File: config.mk
export PLATFORM = sky130hd
export DESIGN_NAME = postfix_expression_evaluator_core
export DESIGN_NICKNAME = d
export VERILOG_FILES = /design/src/rtl/core/pfe_pkg.sv /design/src/rtl/core/pfe_div.sv /design/src/rtl/core/pfe_ctrl.sv /design/src/rtl/core/pfe_dp.sv /design/src/rtl/core/postfix_expression_evaluator_core.sv
export SDC_FILE = /design/constraint.sdc
export NUM_CORES = 2
export LEC_CHECK = 0
export ABC_CLOCK_PERIOD_IN_PS = 13900
export BUFFER_PORTS_ARGS = -buffer_cell sky130_fd_sc_hd__buf_2
export CAP_MARGIN = 20
export CORE_AREA = 2 2 676 678
export CTS_CLUSTER_DIAMETER = 40
export DETAILED_ROUTE_END_ITERATION = 8
export DIE_AREA = 0 0 678 680
export GPL_ROUTABILITY_DRIVEN = 0
export SLEW_MARGIN = 0
export SYNTH_ARGS = -nofsm -noshare
export SYNTH_HDL_FRONTEND = slang
export SYNTH_SLANG_ARGS = --single-unit
File: constraint.sdc
create_clock -name clk -period 13.9 [get_ports clk]
set_input_delay 2.78 -clock clk [delete_from_list [all_inputs] [get_ports clk]]
set_output_delay 2.78 -clock clk [all_outputs]
set_load 0.005 [all_outputs]
File: src/rtl/core/pfe_pkg.sv
`timescale 1ns / 1ps

package pfe_pkg;

    localparam int DW        = 32;
    localparam int DIV_CNT_W = 6;

    localparam logic [7:0] CH_SPACE = 8'h20;
    localparam logic [7:0] CH_PLUS  = 8'h2B;
    localparam logic [7:0] CH_MINUS = 8'h2D;
    localparam logic [7:0] CH_STAR  = 8'h2A;
    localparam logic [7:0] CH_SLASH = 8'h2F;
    localparam logic [7:0] CH_ZERO  = 8'h30;
    localparam logic [7:0] CH_NINE  = 8'h39;

    typedef enum logic [1:0] {
        ST_OK    = 2'd0,
        ST_UNDER = 2'd1,
        ST_OVER  = 2'd2,
        ST_DIVZ  = 2'd3
    } pfe_status_t;

    typedef enum logic [2:0] {
        S_IDLE,
        S_EXEC,
        S_OPRD,
        S_DIV,
        S_OPWB,
        S_FIN,
        S_EMIT
    } pfe_state_t;

    typedef struct packed {
        logic capture;
        logic tok_step;
        logic note_under;
        logic op_read;
        logic op_calc;
        logic div_start;
        logic op_wb;
        logic fin_push;
        logic emit;
    } pfe_cmd_t;

    typedef struct packed {
        logic is_space;
        logic is_op;
        logic is_div;
        logic token_open;
        logic last;
        logic few_operands;
        logic divisor_zero;
        logic div_done;
        logic out_busy;
    } pfe_stat_t;

endpackage

File: src/rtl/core/pfe_div.sv
`timescale 1ns / 1ps

module pfe_div (
    input  logic                 clk,
    input  logic                 rst_n,
    input  logic                 start,
    input  logic [pfe_pkg::DW-1:0] dividend,
    input  logic [pfe_pkg::DW-1:0] divisor,
    output logic                 done,
    output logic [pfe_pkg::DW-1:0] quotient
);
    import pfe_pkg::*;

    logic                 busy_reg, busy_next;
    logic                 done_reg, done_next;
    logic [DIV_CNT_W-1:0] cnt_reg, cnt_next;
    logic                 neg_reg, neg_next;
    logic [DW-1:0]        q_reg, q_next;
    logic [DW-1:0]        rem_reg, rem_next;
    logic [DW-1:0]        dsr_reg, dsr_next;
    logic [DW:0]          rem_shift;
    logic [DW:0]          diff;

    always_comb
    begin
        busy_next = busy_reg;
        done_next = 1'b0;
        cnt_next  = cnt_reg;
        neg_next  = neg_reg;
        q_next    = q_reg;
        rem_next  = rem_reg;
        dsr_next  = dsr_reg;
        rem_shift = {rem_reg, q_reg[DW-1]};
        diff      = rem_shift - {1'b0, dsr_reg};
        if (start)
        begin
            busy_next = 1'b1;
            cnt_next  = '0;
            neg_next  = dividend[DW-1] ^ divisor[DW-1];
            q_next    = dividend[DW-1] ? (~dividend + DW'(1)) : dividend;
            dsr_next  = divisor[DW-1] ? (~divisor + DW'(1)) : divisor;
            rem_next  = '0;
        end
        else if (busy_reg)
        begin
            if (!diff[DW])
            begin
                rem_next = diff[DW-1:0];
                q_next   = {q_reg[DW-2:0], 1'b1};
            end
            else
            begin
                rem_next = rem_shift[DW-1:0];
                q_next   = {q_reg[DW-2:0], 1'b0};
            end
            cnt_next = cnt_reg + DIV_CNT_W'(1);
            if (cnt_reg == DIV_CNT_W'(DW - 1))
            begin
                busy_next = 1'b0;
                done_next = 1'b1;
            end
        end
    end

    always_ff @(posedge clk or negedge rst_n)
    begin
        if (!rst_n)
        begin
            busy_reg <= 1'b0;
            done_reg <= 1'b0;
            cnt_reg  <= '0;
        end
        else
        begin
            busy_reg <= busy_next;
            done_reg <= done_next;
            cnt_reg  <= cnt_next;
        end
    end

    always_ff @(posedge clk)
    begin
        neg_reg <= neg_next;
        q_reg   <= q_next;
        rem_reg <= rem_next;
        dsr_reg <= dsr_next;
    end

    assign done     = done_reg;
    assign quotient = neg_reg ? (~q_reg + DW'(1)) : q_reg;

endmodule

File: src/rtl/core/pfe_ctrl.sv
`timescale 1ns / 1ps

module pfe_ctrl (
    input  logic               clk,
    input  logic               rst_n,
    input  logic               req_valid,
    output logic               req_stall,
    input  pfe_pkg::pfe_stat_t stat,
    output pfe_pkg::pfe_cmd_t  cmd
);
    import pfe_pkg::*;

    pfe_state_t state_reg, state_next;

    always_ff @(posedge clk or negedge rst_n)
    begin
        if (!rst_n)
        begin
            state_reg <= S_IDLE;
        end
        else
        begin
            state_reg <= state_next;
        end
    end

    always_comb
    begin
        state_next = state_reg;
        cmd        = '0;
        req_stall  = 1'b1;
        case (state_reg)
            S_IDLE:
            begin
                req_stall = 1'b0;
                if (req_valid)
                begin
                    cmd.capture = 1'b1;
                    state_next  = S_EXEC;
                end
            end
            S_EXEC:
            begin
                if (stat.is_op && !stat.is_space && !stat.token_open)
                begin
                    if (stat.few_operands)
                    begin
                        cmd.note_under = 1'b1;
                        state_next     = stat.last ? S_FIN : S_IDLE;
                    end
                    else
                    begin
                        cmd.op_read = 1'b1;
                        state_next  = S_OPRD;
                    end
                end
                else
                begin
                    cmd.tok_step = 1'b1;
                    state_next   = stat.last ? S_FIN : S_IDLE;
                end
            end
            S_OPRD:
            begin
                if (stat.is_div && !stat.divisor_zero)
                begin
                    cmd.div_start = 1'b1;
                    state_next    = S_DIV;
                end
                else
                begin
                    cmd.op_calc = 1'b1;
                    state_next  = S_OPWB;
                end
            end
            S_DIV:
            begin
                if (stat.div_done)
                begin
                    state_next = S_OPWB;
                end
            end
            S_OPWB:
            begin
                cmd.op_wb  = 1'b1;
                state_next = stat.last ? S_FIN : S_IDLE;
            end
            S_FIN:
            begin
                cmd.fin_push = 1'b1;
                state_next   = S_EMIT;
            end
            S_EMIT:
            begin
                if (!stat.out_busy)
                begin
                    cmd.emit   = 1'b1;
                    state_next = S_IDLE;
                end
            end
            default:
            begin
                state_next = S_IDLE;
            end
        endcase
    end

endmodule

File: src/rtl/core/pfe_dp.sv
`timescale 1ns / 1ps

module pfe_dp #(
    parameter int STACK_DEPTH = 64
) (
    input  logic                   clk,
    input  logic                   rst_n,
    input  logic [7:0]             character,
    input  logic                   last,
    input  pfe_pkg::pfe_cmd_t      cmd,
    output pfe_pkg::pfe_stat_t     stat,
    output logic                   rsp_valid,
    input  logic                   rsp_stall,
    output logic [pfe_pkg::DW-1:0] value,
    output logic [1:0]             status
);
    import pfe_pkg::*;

    localparam int AW = $clog2(STACK_DEPTH);
    localparam int CW = $clog2(STACK_DEPTH + 1);

    logic [DW-1:0] mem [STACK_DEPTH];

    logic [7:0]    char_reg;
    logic          last_reg;
    logic [CW-1:0] count_reg, count_next;
    logic          token_open_reg, token_open_next;
    logic          stopped_reg, stopped_next;
    pfe_status_t   sticky_reg, sticky_next;
    logic          rsp_valid_reg, rsp_valid_next;
    logic [DW-1:0] tos_reg, tos_next;
    logic [DW-1:0] acc_reg, acc_next;
    logic [DW-1:0] res_reg, res_next;
    logic [DW-1:0] rd_reg;
    logic [DW-1:0] value_reg, value_next;
    pfe_status_t   status_reg, status_next;

    logic          mem_we;
    logic [AW-1:0] mem_wa;
    logic [CW-1:0] count_m1;
    logic [CW-1:0] count_m2;
    logic          is_space;
    logic          is_op;
    logic          is_digit;
    logic          push_en;
    logic [DW-1:0] acc_base;
    logic          stop_base;
    logic [DW-1:0] prod;
    logic          div_done;
    logic [DW-1:0] div_q;

    assign count_m1 = count_reg - CW'(1);
    assign count_m2 = count_reg - CW'(2);
    assign is_space = (char_reg == CH_SPACE);
    assign is_op    = (char_reg == CH_PLUS) || (char_reg == CH_MINUS) ||
                      (char_reg == CH_STAR) || (char_reg == CH_SLASH);
    assign is_digit = (char_reg >= CH_ZERO) && (char_reg <= CH_NINE);
    assign prod     = rd_reg * tos_reg;

    pfe_div u_div (
        .clk      (clk),
        .rst_n    (rst_n),
        .start    (cmd.div_start),
        .dividend (rd_reg),
        .divisor  (tos_reg),
        .done     (div_done),
        .quotient (div_q)
    );

    always_comb
    begin
        stat.is_space     = is_space;
        stat.is_op        = is_op;
        stat.is_div       = (char_reg == CH_SLASH);
        stat.token_open   = token_open_reg;
        stat.last         = last_reg;
        stat.few_operands = (count_reg < CW'(2));
        stat.divisor_zero = (tos_reg == '0);
        stat.div_done     = div_done;
        stat.out_busy     = rsp_valid_reg && rsp_stall;
    end

    always_comb
    begin
        count_next      = count_reg;
        token_open_next = token_open_reg;
        stopped_next    = stopped_reg;
        sticky_next     = sticky_reg;
        rsp_valid_next  = rsp_valid_reg && rsp_stall;
        tos_next        = tos_reg;
        acc_next        = acc_reg;
        res_next        = res_reg;
        value_next      = value_reg;
        status_next     = status_reg;
        mem_we          = 1'b0;
        mem_wa          = count_m1[AW-1:0];
        push_en         = 1'b0;
        acc_base        = token_open_reg ? acc_reg : '0;
        stop_base       = token_open_reg && stopped_reg;

        if (cmd.tok_step)
        begin
            if (is_space)
            begin
                if (token_open_reg)
                begin
                    push_en         = 1'b1;
                    token_open_next = 1'b0;
                end
            end
            else
            begin
                token_open_next = 1'b1;
                acc_next        = acc_base;
                stopped_next    = stop_base;
                if (!stop_base && is_digit)
                begin
                    acc_next = (acc_base << 3) + (acc_base << 1) +
                               {{(DW-4){1'b0}}, char_reg[3:0]};
                end
                else
                begin
                    stopped_next = 1'b1;
                end
            end
        end

        if (cmd.fin_push && token_open_reg)
        begin
            push_en         = 1'b1;
            token_open_next = 1'b0;
        end

        // push the accumulated token, spilling the old top into the array; a full stack flags overflow instead
        if (push_en)
        begin
            if (count_reg == CW'(STACK_DEPTH))
            begin
                if (sticky_next == ST_OK)
                begin
                    sticky_next = ST_OVER;
                end
            end
            else
            begin
                mem_we     = (count_reg != '0);
                tos_next   = acc_reg;
                count_next = count_reg + CW'(1);
            end
        end

        if (cmd.note_under && (sticky_next == ST_OK))
        begin
            sticky_next = ST_UNDER;
        end

        if (cmd.op_calc)
        begin
            case (char_reg)
                CH_PLUS:  res_next = rd_reg + tos_reg;
                CH_MINUS: res_next = rd_reg - tos_reg;
                CH_STAR:  res_next = prod;
                default:
                begin
                    res_next = '0;
                    if (sticky_next == ST_OK)
                    begin
                        sticky_next = ST_DIVZ;
                    end
                end
            endcase
        end

        if (div_done)
        begin
            res_next = div_q;
        end

        if (cmd.op_wb)
        begin
            tos_next   = res_reg;
            count_next = count_m1;
        end

        if (cmd.emit)
        begin
            rsp_valid_next  = 1'b1;
            value_next      = (count_reg != '0) ? tos_reg : '0;
            status_next     = ((count_reg == '0) && (sticky_reg == ST_OK)) ? ST_UNDER
                                                                          : sticky_reg;
            count_next      = '0;
            token_open_next = 1'b0;
            stopped_next    = 1'b0;
            sticky_next     = ST_OK;
        end
    end

    always_ff @(posedge clk or negedge rst_n)
    begin
        if (!rst_n)
        begin
            count_reg      <= '0;
            token_open_reg <= 1'b0;
            stopped_reg    <= 1'b0;
            sticky_reg     <= ST_OK;
            rsp_valid_reg  <= 1'b0;
        end
        else
        begin
            count_reg      <= count_next;
            token_open_reg <= token_open_next;
            stopped_reg    <= stopped_next;
            sticky_reg     <= sticky_next;
            rsp_valid_reg  <= rsp_valid_next;
        end
    end

    always_ff @(posedge clk)
    begin
        if (cmd.capture)
        begin
            char_reg <= character;
            last_reg <= last;
        end
        tos_reg    <= tos_next;
        acc_reg    <= acc_next;
        res_reg    <= res_next;
        value_reg  <= value_next;
        status_reg <= status_next;
    end

    always_ff @(posedge clk)
    begin
        if (mem_we)
        begin
            mem[mem_wa] <= tos_reg;
        end
        if (cmd.op_read)
        begin
            rd_reg <= mem[count_m2[AW-1:0]];
        end
    end

    assign rsp_valid = rsp_valid_reg;
    assign value     = value_reg;
    assign status    = status_reg;

    a_count_bound: assert property (@(posedge clk) disable iff (!rst_n)
        count_reg <= CW'(STACK_DEPTH))
        else $error("stack count past depth");

    a_read_operands: assert property (@(posedge clk) disable iff (!rst_n)
        cmd.op_read |-> count_reg >= CW'(2))
        else $error("operand read with fewer than two entries");

    a_emit_clears: assert property (@(posedge clk) disable iff (!rst_n)
        cmd.emit |=> (count_reg == '0) && (sticky_reg == ST_OK) && !token_open_reg)
        else $error("state not cleared after result");

    a_emit_free: assert property (@(posedge clk) disable iff (!rst_n)
        cmd.emit |-> !(rsp_valid_reg && rsp_stall))
        else $error("result overwritten while stalled");

endmodule

File: src/rtl/core/postfix_expression_evaluator_core.sv
`timescale 1ns / 1ps
// Channel  | Handshake             | Payload
// ---------+-----------------------+--------------------------------
// request  | req_valid / req_stall | character[7:0], last
// result   | rsp_valid / rsp_stall | value[31:0] signed, status[1:0]
//
// A / with a nonzero divisor runs through the 32-step shift-subtract divider;
// the last request also pushes any open token and forms the result.
// One request at a time; the single-port stack array reads the operand below the top of stack.
// Reset clears count, token and error state; stack contents need no clearing.
// A waiting result does not block new requests, only the next result.

module postfix_expression_evaluator_core #(
    parameter int STACK_DEPTH = 64
) (
    input  logic        clk,
    input  logic        rst_n,
    input  logic        req_valid,
    output logic        req_stall,
    input  logic [7:0]  character,
    input  logic        last,
    output logic        rsp_valid,
    input  logic        rsp_stall,
    output logic [31:0] value,
    output logic [1:0]  status
);
    import pfe_pkg::*;

    pfe_cmd_t  cmd;
    pfe_stat_t stat;

    pfe_ctrl u_ctrl (
        .clk       (clk),
        .rst_n     (rst_n),
        .req_valid (req_valid),
        .req_stall (req_stall),
        .stat      (stat),
        .cmd       (cmd)
    );

    pfe_dp #(
        .STACK_DEPTH (STACK_DEPTH)
    ) u_dp (
        .clk       (clk),
        .rst_n     (rst_n),
        .character (character),
        .last      (last),
        .cmd       (cmd),
        .stat      (stat),
        .rsp_valid (rsp_valid),
        .rsp_stall (rsp_stall),
        .value     (value),
        .status    (status)
    );

endmodule
# Word-level counts from Yosys, hierarchy flattened
# Memories as Yosys holds them, arrays and structs flattened. A register that Yosys moved wholly into a read port is not among the register bits.
# Cells that the tools add are included.
# op_classes
add_sub_neg	12
mul	1
div	0
magnitude_cmp	3
eq_ne	20
shift	0
mux	75
n_bitwise	5
n_reduce_logical	37
# ops
operator	n
2-to-1 mux 32 bit	12
adder 32 x 1 -> 32 bit, second input constant	3
NOT 32 bit	3
one-hot mux 32 bit (3 select lines)	1
adder 32 bit	2
== test 8 x 6 -> 1 bit, second input constant	5
2-to-1 mux 1 bit	36
subtractor 33 x 32 -> 33 bit	1
adder 32 x 4 -> 32 bit	1
logical NOT 32 bit	1
multiplier 32 x 32 -> 32 bit	1
subtractor 32 bit	1
2-to-1 mux 31 bit	1
2-to-1 mux 7 bit	4
2-to-1 mux 3 bit	8
one-hot mux 3 bit (7 select lines)	1
2-to-1 mux 2 bit	10
2-to-1 mux 6 bit	2
logical AND 1 bit	10
inequality test 2 bit, second input constant	5
== test 3 bit, second input constant	3
greater-or-equal comparator 8 x 6 -> 1 bit, second input constant	1
<= comparator 8 x 6 -> 1 bit, second input constant	1
AND reduction 2 bit	4
23 further kinds	36
# word_totals
reg_bits	259
latchBits	0
ram_bits	2048
rom_bits	0
output_inout_bits	36
elab_cells	176
mem_count	1
# memory_table
name	depth	word_bits	rd	rd_ports_with_merged_regs	write_ports	line	source
u_dp.mem	64	32	1	1	1	pfe_dp.sv:22	logic [DW-1:0] mem [STACK_DEPTH];

# Logic depth before layout (Yosys ltp)
# depth
depth_word	19
ltp_mapped	29

# Cells and area by module
# A second synthesis with hierarchy kept.
# hier_totals
cells_unflattened	6760
area_unflattened_um2	113199.8
# by_module_without_submodules
module	instances	cells_per_inst	area_each_um2
pfe_dp	1	5813	105100.8
pfe_div	1	902	7757.4
pfe_ctrl	1	45	341.6

# Worst setup path after synthesis
# Ideal clock, no wire load.
# synth_path
kind	reg-to-reg
from	reg u_dp.tos_reg[7]
to	reg u_dp.res_reg[30] (data pin)
setup_time_ns	0.261
arrival_ns	7.811
setup_slack_ns	5.828
path_stages_with_launch	26
path_buffers	2
cell_sequence	edfxtp_1 -> clkbuf_1 -> clkbuf_1 -> and2_1 -> fa_1 -> fa_1 -> fa_1 -> inv_1 -> fa_1 -> inv_1 -> fa_1 -> inv_1 -> fa_1 -> inv_1 -> fa_1 -> fa_1 -> ha_1 -> a21o_1 -> a2111o_1 -> o21ba_2 -> a21o_1 -> a21o_1 -> a311o_1 -> xnor2_1 -> o31a_1 -> o21ai_0
# synth_between
elab_chain_len	4
elab_cells_between_ends	6
cone_classes	add/sub (2); mul (1); mux (3)
# synth_lines
element	line	source
start, declared	pfe_dp.sv:31	logic [DW-1:0] tos_reg, tos_next;
start signal, assigned	pfe_dp.sv:225	tos_reg <= tos_next;
multiplier 32 x 32 -> 32 bit, or another cell as far along	pfe_dp.sv:58	assign prod = rd_reg * tos_reg;
one-hot mux 32 bit (3 select lines) (*)	pfe_dp.sv:159	case (char_reg)
2-to-1 mux 32 bit (*)	pfe_dp.sv:157	if (cmd.op_calc)
2-to-1 mux 32 bit (*)	pfe_dp.sv:174	if (div_done)
named net u_dp.res_next[30]	pfe_dp.sv:33	logic [DW-1:0] res_reg, res_next;
end signal, assigned	pfe_dp.sv:227	res_reg <= res_next;
end, declared	pfe_dp.sv:33	
# Mark *: on every way through the listed nets, which the timed path passes. The rest lies on a longest branch. The select of a mux whose other input is x is not followed.
# A chain may end at the register's enable or synchronous reset.

# Final worst setup path
# layout_path
from	reg u_dp.tos_reg[7]
to	reg u_dp.res_reg[29] (data pin)
# Same word-level chain as after synthesis.

==> key figures <==
Logic synthesis
  • Asr flop ratio synth: less than 1%
  • Area of the mapped netlist: 113000 um2
  • Top cell type's share of synthesized area: roughly 60%
  • Unique cell type count in the Yosys netlist: 85
  • Top_reg_cell synth: edfxtp_1
  • Avg Inst Size Synth: 16.68 um2
  • Synthesized instance count: 6778
  • EDFF count, synth: 2284
  • Yosys top cell by area: edfxtp_1
  • FF+latch count, synth: 2339
  • Syn_nets: 7457
  • Post-synthesis sequential area ratio: a little over 60%
  • Yosys warns: 0
  • Top post-synthesis cells by area: edfxtp_1 (61%), mux4_2 (13%), fa_1 (7.3%), ha_1 (2.8%), and2_1 (1.9%)

Timing
  • Sum Neg Setup Slack: 0 ps
  • Final Critical Period: 8183 ps
  • Slew HR: 18.67%
  • Worst-margin pin slew: 1213 ps
  • Hold slack: 519.9 ps
  • RSZ-0062 raised after global routing: false
  • Final period util: roughly three fifths
  • # setup viols final: 0
  • Slew Limit Fails: 0
  • Fmax: 122.2 MHz
  • Fin Clk Skew: 120.4 ps
  • Hold Vio Cnt, Final: 0

GRT
  • Initial antenna violation count: 17
  • Number of global-route vias before repair: roughly 66000
  • Largest net degree at the start of global routing: roughly 120
  • Gr usage total: 13.96%
  • First-pass GRT wire length: 473100 um
  • Total congestion overflow: 0

Drt
  • 1st-pass router iterations: 8
  • Vias: 63540
  • DRT iter0 DRCs: 7298
  • Routed wire length per instance: roughly 25 um
  • # DRC: 0
  • Routed wire length: 329700 um
  • Post-DRT Antenna Nets: 0
  • Via-to-Cell Ratio: between 4 and 5

Setup path
  • Cell mode on critical path: fa_1
  • WP data required: 14450 ps
  • Element type at the critical path end: flop
  • R2r setup slk: 5720 ps
  • Crit path largest cell delay: ~800 ps
  • Setup CP Type: reg2reg
  • Slowest CP cell: buf_4
  • Crit path max fanout: 96
  • Setup crit start kind: flop
  • Top cell family by delay on the critical path: adder cells
  • WP data arrival: roughly 8700 ps
  • Crit path buffers/inverters: 5

Clocking
  • Root buf cell: clkbuf_16
  • Clock sink count: ~2300
  • Post-CTS Resized: 0
  • Clock-pin slew on the worst setup and hold paths: 60 ps
  • TritonCTS clock tree: built
  • Clock latency on the worst-skew pair: 900 ps
  • Hold_buf cts: 0
  • Post-CTS Repair Setup Buffers: 0
  • Clock buffer count from CTS: 304
  • CTS max path bufs: 4
  • CTS H-tree depth: 5

Floorplan
  • Die X-Extent: approximately 680 um
  • Boundary pin count: 49
  • Die area: 461000 um2
  • Total core area: 454300 um2
  • Rows: ~250
  • Die Y: about 680 um
  • Starting Density: roughly a quarter

Final layout
  • Max FFs per register: 2048
  • Multi-input gate area: 40680 um2
  • Final core utilization: 29.01%
  • Fillers: about 45000
  • Share of post-route cells with drive strength above 1: 21.43%
  • Syn-to-layout area delta: 16.60%
  • Nets: 7632
  • Reg with most FFs: u_dp.mem
  • Register area: 69810 um2

Outcome
  • Status: finished, final reports clean

Flow run
  • MaxCap Viol Count: 0

Min path
  • Worst hold path type: reg2reg

Placement
  • Port bufs: 48
  • HPWL after detailed placement: 190500 um
tightest hold or removal path: stages (launching register included):
cell and delay, ps:
dfxtp_1 320, nor2_1 90, a211oi_1 60
layer usage:
layer	vias up	track usage [%]	share of wire [%]
met5	-	0	0.0039
met2	2975	23.56	49
met3	593	2.381	7.9
li1	26050	-	-
met4	2	4.897	3.8
met1	33920	18.07	40
Yosys cell counts, types with 32 or more instances:
library cell and instances:
edfxtp_1 2284, a21oi_1 151, mux2_2 36, xor2_1 121
nand2_1 470, ha_1 254, nor2_1 186, xnor2_1 173
a21o_1 53, nand3_1 32, inv_1 454, dfxtp_1 32
mux2i_1 40, mux4_2 653, clkbuf_1 293, and2_1 351
fa_1 412, a211oi_1 48, nor2b_1 65, o21ai_0 173
buf_1 53
layout make-up:
cell class | count | area share (%)
inverter | 454 | 1.293
multi-input combinational | 3607 | 30.86
antenna | 6 | 0.01139
clock inverter | 214 | 1.853
sequential | 2339 | 52.97
clock buffer | 331 | 5.896
tap | 6000 | 5.696
timing repair buffer | 247 | 1.418
layout by cell type, fill, tap and decap left out, types with 48 or more instances in the layout:
cell,netlist,routed
fa_1,412,412
nor2_4,0,64
buf_4,3,189
and2_1,351,351
a21oi_1,151,150
xnor2_1,173,171
xor2_1,121,118
mux4_2,653,653
clkbuf_16,0,306
buf_2,26,48
o21ai_0,173,173
a21o_1,53,53
ha_1,254,253
edfxtp_1,2284,2284
nor2_1,186,122
nor2b_1,65,64
nand2_1,470,470
inv_1,454,453
cells by family (layout without fill, tap and decap cells):
logic type | Yosys count | in the layout | share of synthesized area (%)
flip-flops | 2339 | 2339 | 61.75
multiplexers | 729 | 729 | 13.72
adder cells (fa/ha/maj) | 666 | 666 | 10.11
buffers and inverters | 832 | 1246 | 2.816
AND/OR/NAND/NOR | 1277 | 1277 | 5.659
XOR/XNOR | 295 | 295 | 2.292
AO/OA/AOI/OAI | 640 | 640 | 3.648
other | 0 | 6 | 0
final timing paths:
kind                                             start                endpoint  cells after the start
worst max-delay path                   u_dp.tos_reg[7]        u_dp.res_reg[29]                     25
worst min-delay path            u_dp.u_div.rem_reg[11]  u_dp.u_div.rem_reg[11]                      2
worst max register to register         u_dp.tos_reg[7]        u_dp.res_reg[29]                     25
worst min register to register  u_dp.u_div.rem_reg[11]  u_dp.u_div.rem_reg[11]                      2
max in group asynchronous                        rst_n       u_dp.count_reg[0]                      1
min in group asynchronous                        rst_n   u_dp.u_div.cnt_reg[5]                      1
metrics by stage:
step                cell area (um2)  setup slack, ps  cells
floorplan                    113000             5828   6778
global placement             121500             5820  12640
detailed placement           121500             5853  12640
CTS                          131700             5814  13190
global route                 131800             5373  13190
finish                       131800             5717  13200
Power is not shown: default switching activity piles up to over one toggle a cycle in this logic, so the estimate is an artifact.
